File: src/hw/rtl/hrrn_ready_queue_dispatcher_top_assert.svh
// ---------------------------------------------------------------------------
// hrrn ready queue dispatcher assertion macros
// shared property forms for the controller and the datapath checks
// ---------------------------------------------------------------------------
`ifndef HRRN_READY_QUEUE_DISPATCHER_TOP_ASSERT_SVH
`define HRRN_READY_QUEUE_DISPATCHER_TOP_ASSERT_SVH

// same-cycle implication, switched off while reset is high
`define HRRN_ASSERT_NOW(lbl, clk, rst, ante, cons, msg) \
   lbl: assert property (@(posedge clk) disable iff (rst) (ante) |-> (cons)) \
      else $error(msg);

// next-cycle implication, switched off while reset is high
`define HRRN_ASSERT_NEXT(lbl, clk, rst, ante, cons, msg) \
   lbl: assert property (@(posedge clk) disable iff (rst) (ante) |=> (cons)) \
      else $error(msg);

`endif

File: src/hw/rtl/hrrn_pkg.sv
// ---------------------------------------------------------------------------
// hrrn_pkg
// types, codes and widths shared by the ready queue dispatcher modules
// ---------------------------------------------------------------------------
package hrrn_pkg;

   localparam int unsigned READY_DEPTH_DEF = 16;

   localparam int unsigned ID_W       = 16;
   localparam int unsigned TIME_W     = 32;
   localparam int unsigned BURST_W    = 20;
   localparam int unsigned WEIGHT_W   = 9;
   localparam int unsigned FRAC_W     = 8;
   localparam int unsigned STATUS_W   = 2;
   localparam int unsigned COUNT_W    = 5;
   localparam int unsigned CSR_IDX_W  = 2;
   localparam int unsigned CSR_DATA_W = 20;
   localparam int unsigned PROD_W     = TIME_W + BURST_W;
   localparam int unsigned SUM_W      = BURST_W + WEIGHT_W + 1;

   // register indexes
   localparam logic [CSR_IDX_W-1:0] CSR_MODE     = 2'd0;
   localparam logic [CSR_IDX_W-1:0] CSR_WEIGHT   = 2'd1;
   localparam logic [CSR_IDX_W-1:0] CSR_INIT_EST = 2'd2;

   localparam logic                MODE_HRRN      = 1'b1;
   localparam logic [WEIGHT_W-1:0] WEIGHT_MAX     = 9'd256;
   localparam logic [WEIGHT_W-1:0] WEIGHT_RESET   = 9'd128;
   localparam logic [BURST_W-1:0]  INIT_EST_RESET = 20'd10000;

   localparam logic REQ_DISPATCH = 1'b1;

   // result status codes
   localparam logic [STATUS_W-1:0] ST_ENQUEUED   = 2'd0;
   localparam logic [STATUS_W-1:0] ST_DISPATCHED = 2'd1;
   localparam logic [STATUS_W-1:0] ST_EMPTY      = 2'd2;
   localparam logic [STATUS_W-1:0] ST_FULL       = 2'd3;

   typedef struct packed {
      logic               req_type;
      logic [ID_W-1:0]    process_id;
      logic [TIME_W-1:0]  ready_arrival_time;
      logic [BURST_W-1:0] previous_burst;
      logic [BURST_W-1:0] burst_estimate;
      logic [TIME_W-1:0]  current_time;
   } req_item_type;

   typedef struct packed {
      logic [STATUS_W-1:0] status;
      logic [ID_W-1:0]     dispatched_id;
      logic [BURST_W-1:0]  dispatched_estimate;
      logic [COUNT_W-1:0]  ready_count;
   } rsp_item_type;

   typedef struct packed {
      logic [ID_W-1:0]    id;
      logic [TIME_W-1:0]  arrival;
      logic [BURST_W-1:0] prev_burst;
      logic [BURST_W-1:0] estimate;
   } entry_type;

   typedef enum logic [3:0] {
      S_IDLE,
      S_DECIDE,
      S_PICK,
      S_LOAD,
      S_MUL_A,
      S_MUL_B,
      S_CMP,
      S_SHIFT,
      S_RESP
   } fsm_state_type;

   typedef struct packed {
      logic                latch_req;
      logic                set_status;
      logic [STATUS_W-1:0] status_code;
      logic                enq_write;
      logic                idx_clr;
      logic                idx_inc;
      logic                idx_best;
      logic                rd_ahead;
      logic                pick_head;
      logic                load_entry;
      logic                mul_a;
      logic                mul_b;
      logic                compare;
      logic                shift_write;
      logic                occ_dec;
   } ctrl_cmd_type;

   typedef struct packed {
      logic req_dispatch;
      logic mode_hrrn;
      logic empty;
      logic full;
      logic at_last;
   } dp_status_type;

endpackage

File: src/hw/rtl/hrrn_ctrl.sv
// ---------------------------------------------------------------------------
// hrrn_ctrl
// sequencer for enqueue, head pick, ratio scan and table compaction
// ---------------------------------------------------------------------------
`include "hrrn_ready_queue_dispatcher_top_assert.svh"

module hrrn_ctrl (
   input  logic                     clock,
   input  logic                     reset,
   input  logic                     start,
   output logic                     busy,
   output logic                     rsp_valid,
   input  hrrn_pkg::dp_status_type  st,
   output hrrn_pkg::ctrl_cmd_type   cmd
);

   hrrn_pkg::fsm_state_type state_ff;
   hrrn_pkg::fsm_state_type state_in;

   always_ff @(posedge clock) begin
      if (reset) begin
         state_ff <= hrrn_pkg::S_IDLE;
      end else begin
         state_ff <= state_in;
      end
   end

   // next state
   always_comb begin
      state_in = state_ff;
      case (state_ff)
         hrrn_pkg::S_IDLE: begin
            if (start) state_in = hrrn_pkg::S_DECIDE;
         end
         hrrn_pkg::S_DECIDE: begin
            if (!st.req_dispatch || st.empty) begin
               state_in = hrrn_pkg::S_RESP;
            end else if (!st.mode_hrrn) begin
               state_in = hrrn_pkg::S_PICK;
            end else begin
               state_in = hrrn_pkg::S_LOAD;
            end
         end
         hrrn_pkg::S_PICK:  state_in = hrrn_pkg::S_SHIFT;
         hrrn_pkg::S_LOAD:  state_in = hrrn_pkg::S_MUL_A;
         hrrn_pkg::S_MUL_A: state_in = hrrn_pkg::S_MUL_B;
         hrrn_pkg::S_MUL_B: state_in = hrrn_pkg::S_CMP;
         hrrn_pkg::S_CMP: begin
            state_in = st.at_last ? hrrn_pkg::S_SHIFT : hrrn_pkg::S_LOAD;
         end
         hrrn_pkg::S_SHIFT: begin
            if (st.at_last) state_in = hrrn_pkg::S_RESP;
         end
         hrrn_pkg::S_RESP:  state_in = hrrn_pkg::S_IDLE;
         default:           state_in = hrrn_pkg::S_IDLE;
      endcase
   end

   // commands
   always_comb begin
      cmd = '0;
      case (state_ff)
         hrrn_pkg::S_IDLE: begin
            cmd.latch_req = start;
         end
         hrrn_pkg::S_DECIDE: begin
            cmd.set_status = 1'b1;
            if (!st.req_dispatch) begin
               cmd.status_code = st.full ? hrrn_pkg::ST_FULL : hrrn_pkg::ST_ENQUEUED;
               cmd.enq_write   = !st.full;
            end else if (st.empty) begin
               cmd.status_code = hrrn_pkg::ST_EMPTY;
            end else begin
               cmd.status_code = hrrn_pkg::ST_DISPATCHED;
               cmd.idx_clr     = 1'b1;
            end
         end
         hrrn_pkg::S_PICK: begin
            cmd.pick_head = 1'b1;
            cmd.idx_clr   = 1'b1;
            cmd.rd_ahead  = 1'b1;
         end
         hrrn_pkg::S_LOAD: begin
            cmd.load_entry = 1'b1;
         end
         hrrn_pkg::S_MUL_A: begin
            cmd.mul_a = 1'b1;
         end
         hrrn_pkg::S_MUL_B: begin
            cmd.mul_b = 1'b1;
         end
         hrrn_pkg::S_CMP: begin
            cmd.compare = 1'b1;
            if (st.at_last) begin
               cmd.idx_best = 1'b1;
               cmd.rd_ahead = 1'b1;
            end else begin
               cmd.idx_inc = 1'b1;
            end
         end
         hrrn_pkg::S_SHIFT: begin
            if (st.at_last) begin
               cmd.occ_dec = 1'b1;
            end else begin
               cmd.shift_write = 1'b1;
               cmd.idx_inc     = 1'b1;
               cmd.rd_ahead    = 1'b1;
            end
         end
         default: begin
            cmd = '0;
         end
      endcase
   end

   assign busy      = (state_ff != hrrn_pkg::S_IDLE);
   assign rsp_valid = (state_ff == hrrn_pkg::S_RESP);

   `HRRN_ASSERT_NEXT(a_accept_decides, clock, reset, start && !busy, state_ff == hrrn_pkg::S_DECIDE, "accepted item did not reach decide")
   `HRRN_ASSERT_NEXT(a_result_frees, clock, reset, rsp_valid, !busy && !rsp_valid, "block still busy after result")

endmodule

File: src/hw/rtl/hrrn_dpath.sv
// ---------------------------------------------------------------------------
// hrrn_dpath
// ready table memory, config registers, smoothing and ratio compare unit
// ---------------------------------------------------------------------------
`include "hrrn_ready_queue_dispatcher_top_assert.svh"

module hrrn_dpath #(
   parameter int unsigned READY_DEPTH = hrrn_pkg::READY_DEPTH_DEF
) (
   input  logic                                clock,
   input  logic                                reset,
   input  hrrn_pkg::ctrl_cmd_type              cmd,
   output hrrn_pkg::dp_status_type             st,
   input  hrrn_pkg::req_item_type              req_data,
   output hrrn_pkg::rsp_item_type              rsp_data,
   input  logic                                csr_we,
   input  logic [hrrn_pkg::CSR_IDX_W-1:0]      csr_index,
   input  logic [hrrn_pkg::CSR_DATA_W-1:0]     csr_wdata
);

   localparam int unsigned IDX_W = $clog2(READY_DEPTH);
   localparam int unsigned CNT_W = $clog2(READY_DEPTH + 1);
   localparam int unsigned BW    = hrrn_pkg::BURST_W;
   localparam int unsigned SW    = hrrn_pkg::SUM_W;

   // configuration
   logic                            mode_ff, mode_in;
   logic [hrrn_pkg::WEIGHT_W-1:0]   weight_ff, weight_in;
   logic [BW-1:0]                   init_est_ff, init_est_in;

   always_comb begin
      mode_in     = mode_ff;
      weight_in   = weight_ff;
      init_est_in = init_est_ff;
      if (csr_we) begin
         case (csr_index)
            hrrn_pkg::CSR_MODE:     mode_in     = csr_wdata[0];
            hrrn_pkg::CSR_WEIGHT:   weight_in   = csr_wdata[hrrn_pkg::WEIGHT_W-1:0];
            hrrn_pkg::CSR_INIT_EST: init_est_in = csr_wdata[BW-1:0];
            default: begin
            end
         endcase
      end
   end

   always_ff @(posedge clock) begin
      if (reset) begin
         mode_ff     <= 1'b0;
         weight_ff   <= hrrn_pkg::WEIGHT_RESET;
         init_est_ff <= hrrn_pkg::INIT_EST_RESET;
      end else begin
         mode_ff     <= mode_in;
         weight_ff   <= weight_in;
         init_est_ff <= init_est_in;
      end
   end

   // request register
   hrrn_pkg::req_item_type req_ff;

   always_ff @(posedge clock) begin
      if (cmd.latch_req) req_ff <= req_data;
   end

   // occupancy and walk index
   logic [CNT_W-1:0] occ_ff, occ_in;
   logic [IDX_W-1:0] idx_ff, idx_in;
   logic [IDX_W-1:0] best_pos_ff, best_pos_in;
   logic [IDX_W-1:0] rd_addr;

   always_comb begin
      occ_in = occ_ff;
      if (cmd.enq_write) begin
         occ_in = occ_ff + CNT_W'(1);
      end else if (cmd.occ_dec) begin
         occ_in = occ_ff - CNT_W'(1);
      end
   end

   always_comb begin
      if (cmd.idx_clr) begin
         idx_in = '0;
      end else if (cmd.idx_inc) begin
         idx_in = idx_ff + IDX_W'(1);
      end else if (cmd.idx_best) begin
         idx_in = best_pos_in;
      end else begin
         idx_in = idx_ff;
      end
   end

   // compaction reads one place ahead of the place being written
   assign rd_addr = cmd.rd_ahead ? (idx_in + IDX_W'(1)) : idx_in;

   always_ff @(posedge clock) begin
      if (reset) begin
         occ_ff <= '0;
         idx_ff <= '0;
      end else begin
         occ_ff <= occ_in;
         idx_ff <= idx_in;
      end
   end

   // ready table
   hrrn_pkg::entry_type mem_ff [READY_DEPTH];
   hrrn_pkg::entry_type rd_ff;
   hrrn_pkg::entry_type mem_wdata;
   logic [IDX_W-1:0]    mem_waddr;
   logic                mem_we;

   // estimate fix-up and smoothing
   logic                      need_fix;
   logic [BW-1:0]             fix_est;
   logic [BW-1:0]             fix_prev;
   logic [hrrn_pkg::WEIGHT_W-1:0] weight_sat;
   logic signed [BW:0]        diff;
   logic signed [SW-1:0]      wprod;
   logic signed [SW-1:0]      sum;
   logic [BW-1:0]             smooth_est;
   logic [hrrn_pkg::TIME_W-1:0] wait_now;

   assign need_fix   = (rd_ff.estimate == '0);
   assign fix_est    = need_fix ? init_est_ff : rd_ff.estimate;
   assign fix_prev   = need_fix ? '0 : rd_ff.prev_burst;
   assign weight_sat = (weight_ff > hrrn_pkg::WEIGHT_MAX) ? hrrn_pkg::WEIGHT_MAX : weight_ff;
   assign diff       = $signed({1'b0, fix_prev}) - $signed({1'b0, fix_est});

   // a*prev + (256-a)*est folded into est*256 + a*(prev-est)
   assign wprod = $signed({{(SW - hrrn_pkg::WEIGHT_W){1'b0}}, weight_sat})
                * $signed({{(SW - BW - 1){diff[BW]}}, diff});
   assign sum   = $signed({{(SW - BW - hrrn_pkg::FRAC_W){1'b0}}, fix_est,
                           {hrrn_pkg::FRAC_W{1'b0}}}) + wprod;
   assign smooth_est = sum[hrrn_pkg::FRAC_W+BW-1:hrrn_pkg::FRAC_W];

   // negative wait clamps to zero
   assign wait_now = (req_ff.current_time >= rd_ff.arrival) ?
                     (req_ff.current_time - rd_ff.arrival) : '0;

   always_comb begin
      mem_we    = 1'b0;
      mem_waddr = idx_ff;
      mem_wdata = rd_ff;
      if (cmd.enq_write) begin
         mem_we    = 1'b1;
         mem_waddr = occ_ff[IDX_W-1:0];
         mem_wdata.id         = req_ff.process_id;
         mem_wdata.arrival    = req_ff.ready_arrival_time;
         mem_wdata.prev_burst = req_ff.previous_burst;
         mem_wdata.estimate   = req_ff.burst_estimate;
      end else if (cmd.load_entry) begin
         // missing estimate is written back as the initial one
         mem_we               = need_fix;
         mem_wdata.prev_burst = '0;
         mem_wdata.estimate   = init_est_ff;
      end else if (cmd.shift_write) begin
         mem_we = 1'b1;
      end
   end

   always_ff @(posedge clock) begin
      if (mem_we) mem_ff[mem_waddr] <= mem_wdata;
      rd_ff <= mem_ff[rd_addr];
   end

   // candidate, products and best so far
   logic [BW-1:0]                 e_ff;
   logic [hrrn_pkg::TIME_W-1:0]   wait_ff;
   logic [hrrn_pkg::ID_W-1:0]     cand_id_ff;
   logic [hrrn_pkg::PROD_W-1:0]   prod_new_ff;
   logic [hrrn_pkg::PROD_W-1:0]   prod_best_ff;
   logic [hrrn_pkg::PROD_W-1:0]   mul_out;
   logic [hrrn_pkg::TIME_W-1:0]   mul_x;
   logic [BW-1:0]                 mul_y;
   logic [BW-1:0]                 best_est_ff;
   logic [hrrn_pkg::TIME_W-1:0]   best_wait_ff;
   logic [hrrn_pkg::ID_W-1:0]     best_id_ff;
   logic [hrrn_pkg::STATUS_W-1:0] status_ff;
   logic                          better;

   // one shared multiplier: wait*best_est, then best_wait*e
   assign mul_x   = cmd.mul_b ? best_wait_ff : wait_ff;
   assign mul_y   = cmd.mul_b ? e_ff : best_est_ff;
   assign mul_out = {{BW{1'b0}}, mul_x} * {{hrrn_pkg::TIME_W{1'b0}}, mul_y};

   // zero estimate is an infinite ratio, ties keep the earlier entry
   always_comb begin
      if (idx_ff == '0) begin
         better = 1'b1;
      end else if (e_ff == '0) begin
         better = (best_est_ff != '0);
      end else if (best_est_ff == '0) begin
         better = 1'b0;
      end else begin
         better = (prod_new_ff > prod_best_ff);
      end
   end

   always_comb begin
      if (cmd.pick_head) begin
         best_pos_in = '0;
      end else if (cmd.compare && better) begin
         best_pos_in = idx_ff;
      end else begin
         best_pos_in = best_pos_ff;
      end
   end

   always_ff @(posedge clock) begin
      best_pos_ff <= best_pos_in;
      if (cmd.load_entry) begin
         e_ff       <= smooth_est;
         wait_ff    <= wait_now;
         cand_id_ff <= rd_ff.id;
      end
      if (cmd.mul_a) prod_new_ff  <= mul_out;
      if (cmd.mul_b) prod_best_ff <= mul_out;
      if (cmd.pick_head) begin
         best_id_ff  <= rd_ff.id;
         best_est_ff <= rd_ff.estimate;
      end else if (cmd.compare && better) begin
         best_id_ff   <= cand_id_ff;
         best_est_ff  <= e_ff;
         best_wait_ff <= wait_ff;
      end
      if (cmd.set_status) status_ff <= cmd.status_code;
   end

   // status to the controller
   assign st.req_dispatch = (req_ff.req_type == hrrn_pkg::REQ_DISPATCH);
   assign st.mode_hrrn    = (mode_ff == hrrn_pkg::MODE_HRRN);
   assign st.empty        = (occ_ff == '0);
   assign st.full         = (occ_ff == CNT_W'(READY_DEPTH));
   assign st.at_last      = ((CNT_W'(idx_ff) + CNT_W'(1)) == occ_ff);

   // result item
   always_comb begin
      rsp_data.status              = status_ff;
      rsp_data.dispatched_id       = '0;
      rsp_data.dispatched_estimate = '0;
      rsp_data.ready_count         = hrrn_pkg::COUNT_W'(occ_ff);
      if (status_ff == hrrn_pkg::ST_DISPATCHED) begin
         rsp_data.dispatched_id       = best_id_ff;
         rsp_data.dispatched_estimate = best_est_ff;
      end
   end

   `HRRN_ASSERT_NOW(a_occ_bound, clock, reset, 1'b1, occ_ff <= CNT_W'(READY_DEPTH), "occupancy above table depth")
   `HRRN_ASSERT_NOW(a_no_enq_full, clock, reset, cmd.enq_write, !st.full, "enqueue write into full table")
   `HRRN_ASSERT_NOW(a_no_dec_empty, clock, reset, cmd.occ_dec, !st.empty, "removal from empty table")

endmodule

File: src/hw/rtl/hrrn_ready_queue_dispatcher_top.sv
// ---------------------------------------------------------------------------
// hrrn_ready_queue_dispatcher_top
// Ordered ready table of up to READY_DEPTH processes with FIFO or highest
// response ratio next dispatch. A request is taken when start is high and
// busy is low; exactly one result follows, shown for a single cycle with
// rsp_valid high, and it cannot be held off, so the receiver must take it
// then. Enqueue, full-table and empty-table requests go from the decide
// state straight to the result. A FIFO dispatch takes the head entry, then
// compacts the table through its single write port. In an HRRN dispatch
// every entry is read, smoothed, cross-multiplied through one shared 32x20
// multiplier and compared, then the entries behind the chosen one move up
// one place a cycle. Configuration is written through csr_we, csr_index
// and csr_wdata; the user must do so only while the block is not busy, as
// the block itself does not enforce it.
// ---------------------------------------------------------------------------
module hrrn_ready_queue_dispatcher_top #(
   parameter int unsigned READY_DEPTH = hrrn_pkg::READY_DEPTH_DEF
) (
   input  logic                             clock,
   input  logic                             reset,
   input  logic                             start,
   output logic                             busy,
   input  hrrn_pkg::req_item_type           req_data,
   output logic                             rsp_valid,
   output hrrn_pkg::rsp_item_type           rsp_data,
   input  logic                             csr_we,
   input  logic [hrrn_pkg::CSR_IDX_W-1:0]   csr_index,
   input  logic [hrrn_pkg::CSR_DATA_W-1:0]  csr_wdata
);

   hrrn_pkg::ctrl_cmd_type  cmd;
   hrrn_pkg::dp_status_type st;

   hrrn_ctrl u_ctrl (
      .clock     (clock),
      .reset     (reset),
      .start     (start),
      .busy      (busy),
      .rsp_valid (rsp_valid),
      .st        (st),
      .cmd       (cmd)
   );

   hrrn_dpath #(
      .READY_DEPTH (READY_DEPTH)
   ) u_dpath (
      .clock     (clock),
      .reset     (reset),
      .cmd       (cmd),
      .st        (st),
      .req_data  (req_data),
      .rsp_data  (rsp_data),
      .csr_we    (csr_we),
      .csr_index (csr_index),
      .csr_wdata (csr_wdata)
   );

endmodule
File: config.mk
export PLATFORM = sky130hd
export DESIGN_NAME = hrrn_ready_queue_dispatcher_top
export DESIGN_NICKNAME = d
export VERILOG_FILES = /design/src/hw/rtl/hrrn_pkg.sv /design/src/hw/rtl/hrrn_ctrl.sv /design/src/hw/rtl/hrrn_dpath.sv /design/src/hw/rtl/hrrn_ready_queue_dispatcher_top.sv
export VERILOG_INCLUDE_DIRS = /design/src /design/src/hw/rtl
export SDC_FILE = /design/constraint.sdc
export NUM_CORES = 2
export LEC_CHECK = 0
export ABC_AREA = 1
export BUFFER_PORTS_ARGS = -buffer_cell sky130_fd_sc_hd__buf_2
export CORE_ASPECT_RATIO = 1.75
export CORE_MARGIN = 1.5
export CORE_UTILIZATION = 48
export CTS_CLUSTER_DIAMETER = 150
export DETAILED_ROUTE_END_ITERATION = 10
export GPL_TIMING_DRIVEN = 0
export PLACE_DENSITY = 0.62
export SYNTH_ARGS = -nofsm -noshare
export SYNTH_HDL_FRONTEND = slang
export SYNTH_SLANG_ARGS = --single-unit
File: constraint.sdc
create_clock -name clock -period 11.6 [get_ports clock]
set_clock_uncertainty 0.1 [all_clocks]
set_input_delay 1.16 -clock clock [delete_from_list [all_inputs] [get_ports clock]]
set_output_delay 1.16 -clock clock [all_outputs]
set_load 0.02 [all_outputs]
# [Yosys cells after proc, flatten, opt, wreduce, memory -nomap -nowiden]
# Memory sizes are Yosys's and may differ from the RTL's. A register that Yosys moved wholly into a read port is not among the register bits.
# Index checks and enable logic that the tools add are counted.
[classes] eq_ne=15 multipliers=2 add_sub_neg=8 order_cmp=3 mux=57 div=0 reduce_logical=21 n_bitwise=1 shift=0
[ops] operator="$mux 20" n=5
[ops] operator="$mux 40" n=2
[ops] operator="$logic_not 20->1" n=3
[ops] operator="$gt 52x52->1" n=1
[ops] operator="$mul 32x20->52" n=1
[ops] operator="$mux 48" n=1
[ops] operator="$mux 4" n=11
[ops] operator="$mux 36" n=1
[ops] operator="$ge 32x32->1" n=1
[ops] operator="$mux 16" n=2
[ops] operator="$mux 32" n=1
[ops] operator="$pmux 4 s8" n=1
[ops] operator="$sub 32x32->32" n=1
[ops] operator="$add 28x28->28" n=1
[ops] operator="$mul 10x21->28" n=1
[ops] operator="$mux 1" n=22
[ops] operator="$sub 20x20->21" n=1
[ops] operator="$reduce_bool 20->1" n=1
[ops] operator="$eq 4x3->1 const B" n=4
[ops] operator="$mux 2" n=5
[ops] operator="$mux 5" n=2
[ops] operator="$reduce_and 2->1" n=5
[ops] operator="$gt 9x9->1 const B" n=1
[ops] operator="$mux 9" n=1
[ops] operator="26 further kinds" n=32
[totals] n_memories=1 elab_cells=130 latch_bits=0 output_inout_bits=45 ff_bits=410 mem_bits_rw=1408 mem_bits_ro=0
[mem_list] name="u_dpath.mem_ff" depth=16 word_bits=88 rd=1 rd_clocked_by_memory_dff=1 write_ports=1 line="hrrn_dpath.sv:106" source="hrrn_pkg::entry_type mem_ff [READY_DEPTH];"

# [Depth between registers and ports, before layout]
[depth] ltp_word=12 ltp_mapped=47 depth_no_buf=45

# [Modules after synthesis]
# From an unflattened synthesis, not the netlist that was laid out.
[unflattened] cells_unflattened=11007 hier_area_um2=108913.2
[by_module_without_submodules] mod="hrrn_dpath" instances=1 cells_each=10941 area_per_inst_um2=108550.4
[by_module_without_submodules] mod="hrrn_ctrl" instances=1 cells_each=66 area_per_inst_um2=362.8

# [Least setup slack after synthesis]
# Ideal clock, no wire load.
[synth_timing] kind="flip-flop to flip-flop" from="reg u_ctrl.state_ff[2]" to="reg u_dpath.prod_best_ff[51] (netlist name), data pin" t_required_ps=11234 path_stages_with_launch=36 period_less_slack_ps=10048 arrival_time_ps=9682 slack_ps=1552 setup_ps=266 path_buffers=3 cell_sequence="dfxtp_1 > inv_1 > nor2_1 > nand2_1 > nor2_1 > inv_2 > clkbuf_1 > clkbuf_1 > o21ai_1 > clkbuf_1 > nand2_1 > fa_1 > inv_1 > fa_1 > fa_1 > inv_1 > fa_1 > inv_1 > fa_1 > fa_1 > fa_1 > ha_1 > nand2_1 > nor2_1 > inv_1 > o31ai_1 > nand2_1 > nand2_1 > nand2_1 > nand2_1 > nand2_1 > nand2_1 > nand3_1 > o21ai_0 > a21oi_1 > xor2_1"
[synth_via] elab_chain_len=4
[synth_rtl] element="start: declaration" line="hrrn_ctrl.sv:17" source="hrrn_pkg::fsm_state_type state_ff;"
[synth_rtl] element="start signal: assignment" line="hrrn_ctrl.sv:22" source="state_ff <= hrrn_pkg::S_IDLE;"
[synth_rtl] element="start signal: assignment" line="hrrn_ctrl.sv:24" source="state_ff <= state_in;"
[synth_rtl] element="$eq 4x3->1 (*)" line="hrrn_ctrl.sv:62" source="case (state_ff)"
[synth_rtl] element="$mux 1 (*)" line="hrrn_ctrl.sv:62"
[synth_rtl] element="$mux 32 / $mux 20 (equally long branches)" line="hrrn_dpath.sv:182, hrrn_dpath.sv:183"
[synth_rtl] element="$mul 32x20->52 (*)" line="hrrn_dpath.sv:184" source="assign mul_out = {{BW{1'b0}}, mul_x} * {{hrrn_pkg::TIME_W{1'b0}}, mul_y};"
[synth_rtl] element="via u_dpath.mul_out, one bit" line="hrrn_dpath.sv:172" source="logic [hrrn_pkg::PROD_W-1:0] mul_out;"
[synth_rtl] element="end signal: assignment" line="hrrn_dpath.sv:217" source="if (cmd.mul_b) prod_best_ff <= mul_out;"
[synth_rtl] element="end: declaration" line="hrrn_dpath.sv:171" source="logic [hrrn_pkg::PROD_W-1:0] prod_best_ff;"
# Mark *: on every way through the listed nets, which the timed path passes. The rest lies on a longest branch.
# A chain may end at the register's enable or synchronous reset.

# [Final worst setup path]
[layout_timing] from="reg u_ctrl.state_ff[2]" to="reg u_dpath.prod_best_ff[43] (netlist name), data pin"
# The elaborated chain is that of the path after synthesis.

==> impl_metrics.py <==
metrics = {
    "global_route": {
        "antenna_found_initial": 17,
        "grt_max_degree": 40,
        "grtUsageTotal_pct": 33.6,
        "first_pass_grt_wire_length_mm": 555,
        "grt-ovfl-total": 0,
        "via_count_of_the_first_global_routing_pass": 83268,
    },
    "detailed_routing": {
        "detail-route-antenna-nets": 0,
        "dr_total_vias": 82232,
        "number_of_design_rule_violations_left_by_the_first_detailed_router_iteration": 7614,
        "drt_pre_antenna_iters": 6,
        "postRouteWirelength_mm": 388,
        "detail_route.drc_violations": 0,
        "drt-vias-per-instance": 5.57,
        "routed_wire_per_std_cell_um": 26.2,
    },
    "worst_hold_path": {
        "holdCritPathClass": "input port to flop",
        "timing.hold.worst.start": "req_data[118]",
    },
    "placement": {
        "place.detailed.hpwl_mm": 298,
        "dpl-instance-area_um2": 116000,
        "port_buffers": 190,
        "routabilityCongestion": 0.998,
    },
    "yosys": {
        "synthesis.area_um2": 109000,
        "post_synth_num_cell_types": 57,
        "number_of_flops_mapped_to_enable_cells_by_yosys": 1771,
        "syn-num-nets": 12262,
        "synthFlopType": "sky130_fd_sc_hd__edfxtp_1",
        "synthCells": 11080,
        "synth_warnings": 0,
        "fraction_of_registers_with_async_set_or_reset_after_synthesis_pct": 0,
        "synth.yosys.seq_area_share_pct": 51.2,
        "syn-mean-instance-area_um2": 9.86,
        "postSynthRegisterBits": 1906,
    },
    "timing": {
        "finalWorstPathRequiredPeriod_ns": 11.23,
        "timing.final.max_slew_violations": 17,
        "grt_setup_unrepaired": "false",
        "worst_tran_pin_value_ns": 1.51,
        "fin_crit_sh_pct": 96.8,
        "fin_tns_setup_ns": 0,
        "achievable-frequency_ghz": 0.0890,
        "finalSetupViolations": 0,
        "hold_violations": 0,
        "worst_slew_margin_rel_pct": -0.771,
    },
    "cts": {
        "clock_latency_ns": 0.86,
        "max-clock-path-buffers": 4,
        "ctsRootBufferMaster": "sky130_fd_sc_hd__clkbuf_16",
        "htree_levels": 4,
        "cts_sinks": 1906,
        "clk_transition_reported_paths_ns": 0.06,
        "cts-buffers-inserted": 184,
        "post-cts-setup-buffers": 0,
        "cts_hold_buf": 0,
        "cts_tree": "built",
    },
    "cells_and_area": {
        "layout_filler_cell_count": 20047,
        "final_net_count": 12753,
        "layout.cell_area.non_filler_um2": 122000,
        "postLayoutCoreUtil_pct": 54.1,
        "post_route_cells_drive_above_1_share_pct": 8.68,
        "area_growth_syn_to_layout_pct": 12.0,
    },
    "setup_path": {
        "worst_path_max_delay_cell": "sky130_fd_sc_hd__clkdlybuf4s15_1",
        "crit-reg2reg-launch": "u_ctrl.state_ff[2]$_SDFFE_PP0P_",
        "worst-path-max-fanout": 24,
        "crit_path_max_incr_delay_ns": 0.95,
        "timing_worst_setup_path_type": "flop to flop",
        "crit_start": "u_ctrl.state_ff[2]$_SDFFE_PP0P_",
        "timing.critical_path.from_type": "flop",
        "critical-path-top-cell-by-count": "sky130_fd_sc_hd__nand2_1",
        "critPathTopFamily": "adder cells",
        "critical_path_buf_inv_count": 9,
        "worst_ep_required_time_ns": 12.01,
        "critical_path.endpoint_type": "flop",
        "critical_path_arrival_ns": 11.64,
    },
    "floorplan": {
        "row_count": 231,
        "die_area_um2": 231000,
        "die_w_um": 364,
        "die_y_um": 634,
        "io_pins": 192,
        "initial_utilization_pct": 48.3,
        "placeableCoreArea_um2": 226000,
    },
    "outcome": {
        "failing_checks": "capacitance limit, slew limit",
        "status": "complete, but fails checks",
    },
    "job": {
        "cap_violations": 1,
    },
}
cells in the final DEF (no fill, tap or decap), types with 13 or more instances in the layout:
cell type / instances
sky130_fd_sc_hd__a21oi_2: 21
sky130_fd_sc_hd__buf_2: 477
sky130_fd_sc_hd__a21oi_1: 213
sky130_fd_sc_hd__nor4_1: 16
sky130_fd_sc_hd__ha_1: 337
sky130_fd_sc_hd__nor2_1: 572
sky130_fd_sc_hd__edfxtp_1: 1771
sky130_fd_sc_hd__buf_4: 30
sky130_fd_sc_hd__dfxtp_1: 135
sky130_fd_sc_hd__a31oi_2: 20
sky130_fd_sc_hd__nand3_1: 1706
sky130_fd_sc_hd__a31oi_1: 19
sky130_fd_sc_hd__buf_6: 26
sky130_fd_sc_hd__clkinv_2: 26
sky130_fd_sc_hd__o21ai_1: 53
sky130_fd_sc_hd__buf_1: 24
sky130_fd_sc_hd__nor3_1: 20
sky130_fd_sc_hd__o21ai_2: 14
sky130_fd_sc_hd__xnor2_1: 39
sky130_fd_sc_hd__buf_12: 55
sky130_fd_sc_hd__bufinv_16: 15
sky130_fd_sc_hd__o21ai_0: 132
sky130_fd_sc_hd__mux2_2: 17
sky130_fd_sc_hd__clkbuf_16: 187
sky130_fd_sc_hd__fa_1: 698
sky130_fd_sc_hd__buf_16: 14
sky130_fd_sc_hd__nor2_4: 19
sky130_fd_sc_hd__nand2_1: 2539
sky130_fd_sc_hd__diode_2: 33
sky130_fd_sc_hd__a21o_1: 13
sky130_fd_sc_hd__clkbuf_1: 227
sky130_fd_sc_hd__nand4_1: 23
sky130_fd_sc_hd__xor2_1: 85
sky130_fd_sc_hd__inv_1: 1971
sky130_fd_sc_hd__clkinv_1: 34
kinds of logic (layout without fill, tap and decap cells):
logic type      after synthesis  in the layout  share of synthesized area [%]
simple gates               4931           4931                           19.1
mux                          17             17                          0.175
flops                      1906           1906                           51.2
fa+ha+maj                  1035           1035                           16.7
buf+inv                    2515           3146                           9.06
compound gates              550            550                           2.81
other cells                   0             33                              0
xor+xnor                    126            126                           1.02
stage by stage:
| step | setup slack [ns] | cells | hold WS [ns] |
|---|---|---|---|
| 2_1_floorplan | 1.55 | 11080 | 0.318 |
| 3_3_place_gp | -3.23 | 14299 | 0.337 |
| 3_5_place_dp | -0.180 | 14410 | 0.338 |
| 4_1_cts | 0.128 | 14736 | 0.293 |
| 5_1_grt | 0.0261 | 14752 | 0.311 |
| 6_report | 0.368 | 14773 | 0.341 |
synth_stat cells, types with 3 or more instances:
| cell type | number | area, um^2 |
|---|---|---|
| sky130_fd_sc_hd__buf_2 | 287 | 1440 |
| sky130_fd_sc_hd__nand3_1 | 1706 | 8540 |
| sky130_fd_sc_hd__buf_4 | 17 | 128 |
| sky130_fd_sc_hd__o21bai_1 | 8 | 60.1 |
| sky130_fd_sc_hd__nand3b_1 | 3 | 22.5 |
| sky130_fd_sc_hd__or2_2 | 11 | 68.8 |
| sky130_fd_sc_hd__inv_1 | 1971 | 7400 |
| sky130_fd_sc_hd__edfxtp_1 | 1771 | 53200 |
| sky130_fd_sc_hd__o221ai_1 | 7 | 61.3 |
| sky130_fd_sc_hd__or2_1 | 3 | 18.8 |
| sky130_fd_sc_hd__dfxtp_1 | 135 | 2700 |
| sky130_fd_sc_hd__ha_1 | 337 | 4220 |
| sky130_fd_sc_hd__nand4_1 | 23 | 144 |
| sky130_fd_sc_hd__a221oi_1 | 8 | 70.1 |
| sky130_fd_sc_hd__nand3_2 | 4 | 40.0 |
| sky130_fd_sc_hd__o211ai_1 | 5 | 37.5 |
| sky130_fd_sc_hd__buf_6 | 4 | 45.0 |
| sky130_fd_sc_hd__a21boi_0 | 7 | 52.6 |
| sky130_fd_sc_hd__clkinv_1 | 11 | 41.3 |
| sky130_fd_sc_hd__fa_1 | 698 | 14000 |
| sky130_fd_sc_hd__o21a_1 | 11 | 82.6 |
| sky130_fd_sc_hd__nor2_1 | 592 | 2220 |
| sky130_fd_sc_hd__mux2_2 | 17 | 191 |
| sky130_fd_sc_hd__a31oi_1 | 39 | 244 |
| sky130_fd_sc_hd__o21ai_0 | 160 | 801 |
| sky130_fd_sc_hd__o21ai_1 | 37 | 185 |
| sky130_fd_sc_hd__nand2_1 | 2540 | 9530 |
| sky130_fd_sc_hd__a211oi_1 | 5 | 37.5 |
| sky130_fd_sc_hd__clkbuf_1 | 190 | 713 |
| sky130_fd_sc_hd__xnor2_1 | 39 | 342 |
| sky130_fd_sc_hd__a21o_1 | 13 | 97.6 |
| sky130_fd_sc_hd__buf_1 | 24 | 90.1 |
| sky130_fd_sc_hd__nand2_2 | 7 | 43.8 |
| sky130_fd_sc_hd__o31ai_1 | 5 | 37.5 |
| sky130_fd_sc_hd__xor2_1 | 85 | 744 |
| sky130_fd_sc_hd__nor3_1 | 20 | 100 |
| sky130_fd_sc_hd__nor4_1 | 16 | 100 |
| sky130_fd_sc_hd__a21oi_1 | 232 | 1160 |
| sky130_fd_sc_hd__inv_2 | 9 | 33.8 |
area by class of cell:
type / count / area (um^2) / area share, %
antenna: 33 / 82.6 / 0.0675
clock inverter: 88 / 908 / 0.743
tap: 3029 / 3790 / 3.10
inverter: 1991 / 7470 / 6.11
timing repair buffer: 305 / 2950 / 2.41
multi-input combinational: 6659 / 43800 / 35.8
sequential: 1906 / 55900 / 45.7
clock buffer: 238 / 4960 / 4.06
buffer: 524 / 2440 / 2.00
routing by layer:
layer	up-vias	share of wire (%)	routed length (um)	global-route usage, %
li1	36667	-	-	-
met1	40529	34	132000	36.5
met2	3875	51	196000	59.2
met3	1153	7.0	27300	5.24
met4	8	8.5	32800	25.0
met5	-	0.013	51	0
worst paths after layout:
path	to	slack, ns	depth (start not counted)
max	u_dpath.prod_best_ff[43]$_DFFE_PP_	0.37	34
min	u_dpath.req_ff[118]$_DFFE_PP_	0.34	1
max reg2reg	u_dpath.prod_best_ff[43]$_DFFE_PP_	0.37	34
min reg2reg	u_dpath.cand_id_ff[12]$_DFFE_PP_	0.35	0
timing repair:
item | in CTS | in global routing
pin swaps | 0 | 0
endpoints found under the setup margin | 8 | 10
gates resized for setup | 1 | 6
flip-flops by register name, indices dropped and copies added (netlist names), 5 cells and up:
| signal | flops |
|---|---|
| u_dpath.best_wait_ff | 32 |
| u_dpath.occ_ff | 5 |
| u_dpath.rd_ff | 88 |
| u_dpath.weight_ff | 9 |
| u_dpath.e_ff | 20 |
| u_dpath.prod_new_ff | 52 |
| u_dpath.best_id_ff | 16 |
| u_dpath.wait_ff | 32 |
| u_dpath.best_est_ff | 20 |
| u_dpath.req_ff | 120 |
| u_dpath.mem_ff | 1408 |
| u_dpath.init_est_ff | 20 |
| u_dpath.prod_best_ff | 52 |
| u_dpath.cand_id_ff | 16 |
Power is left out: the tool's default activity adds up to more than one toggle a clock period on the data nets, which glitch-free logic cannot reach.
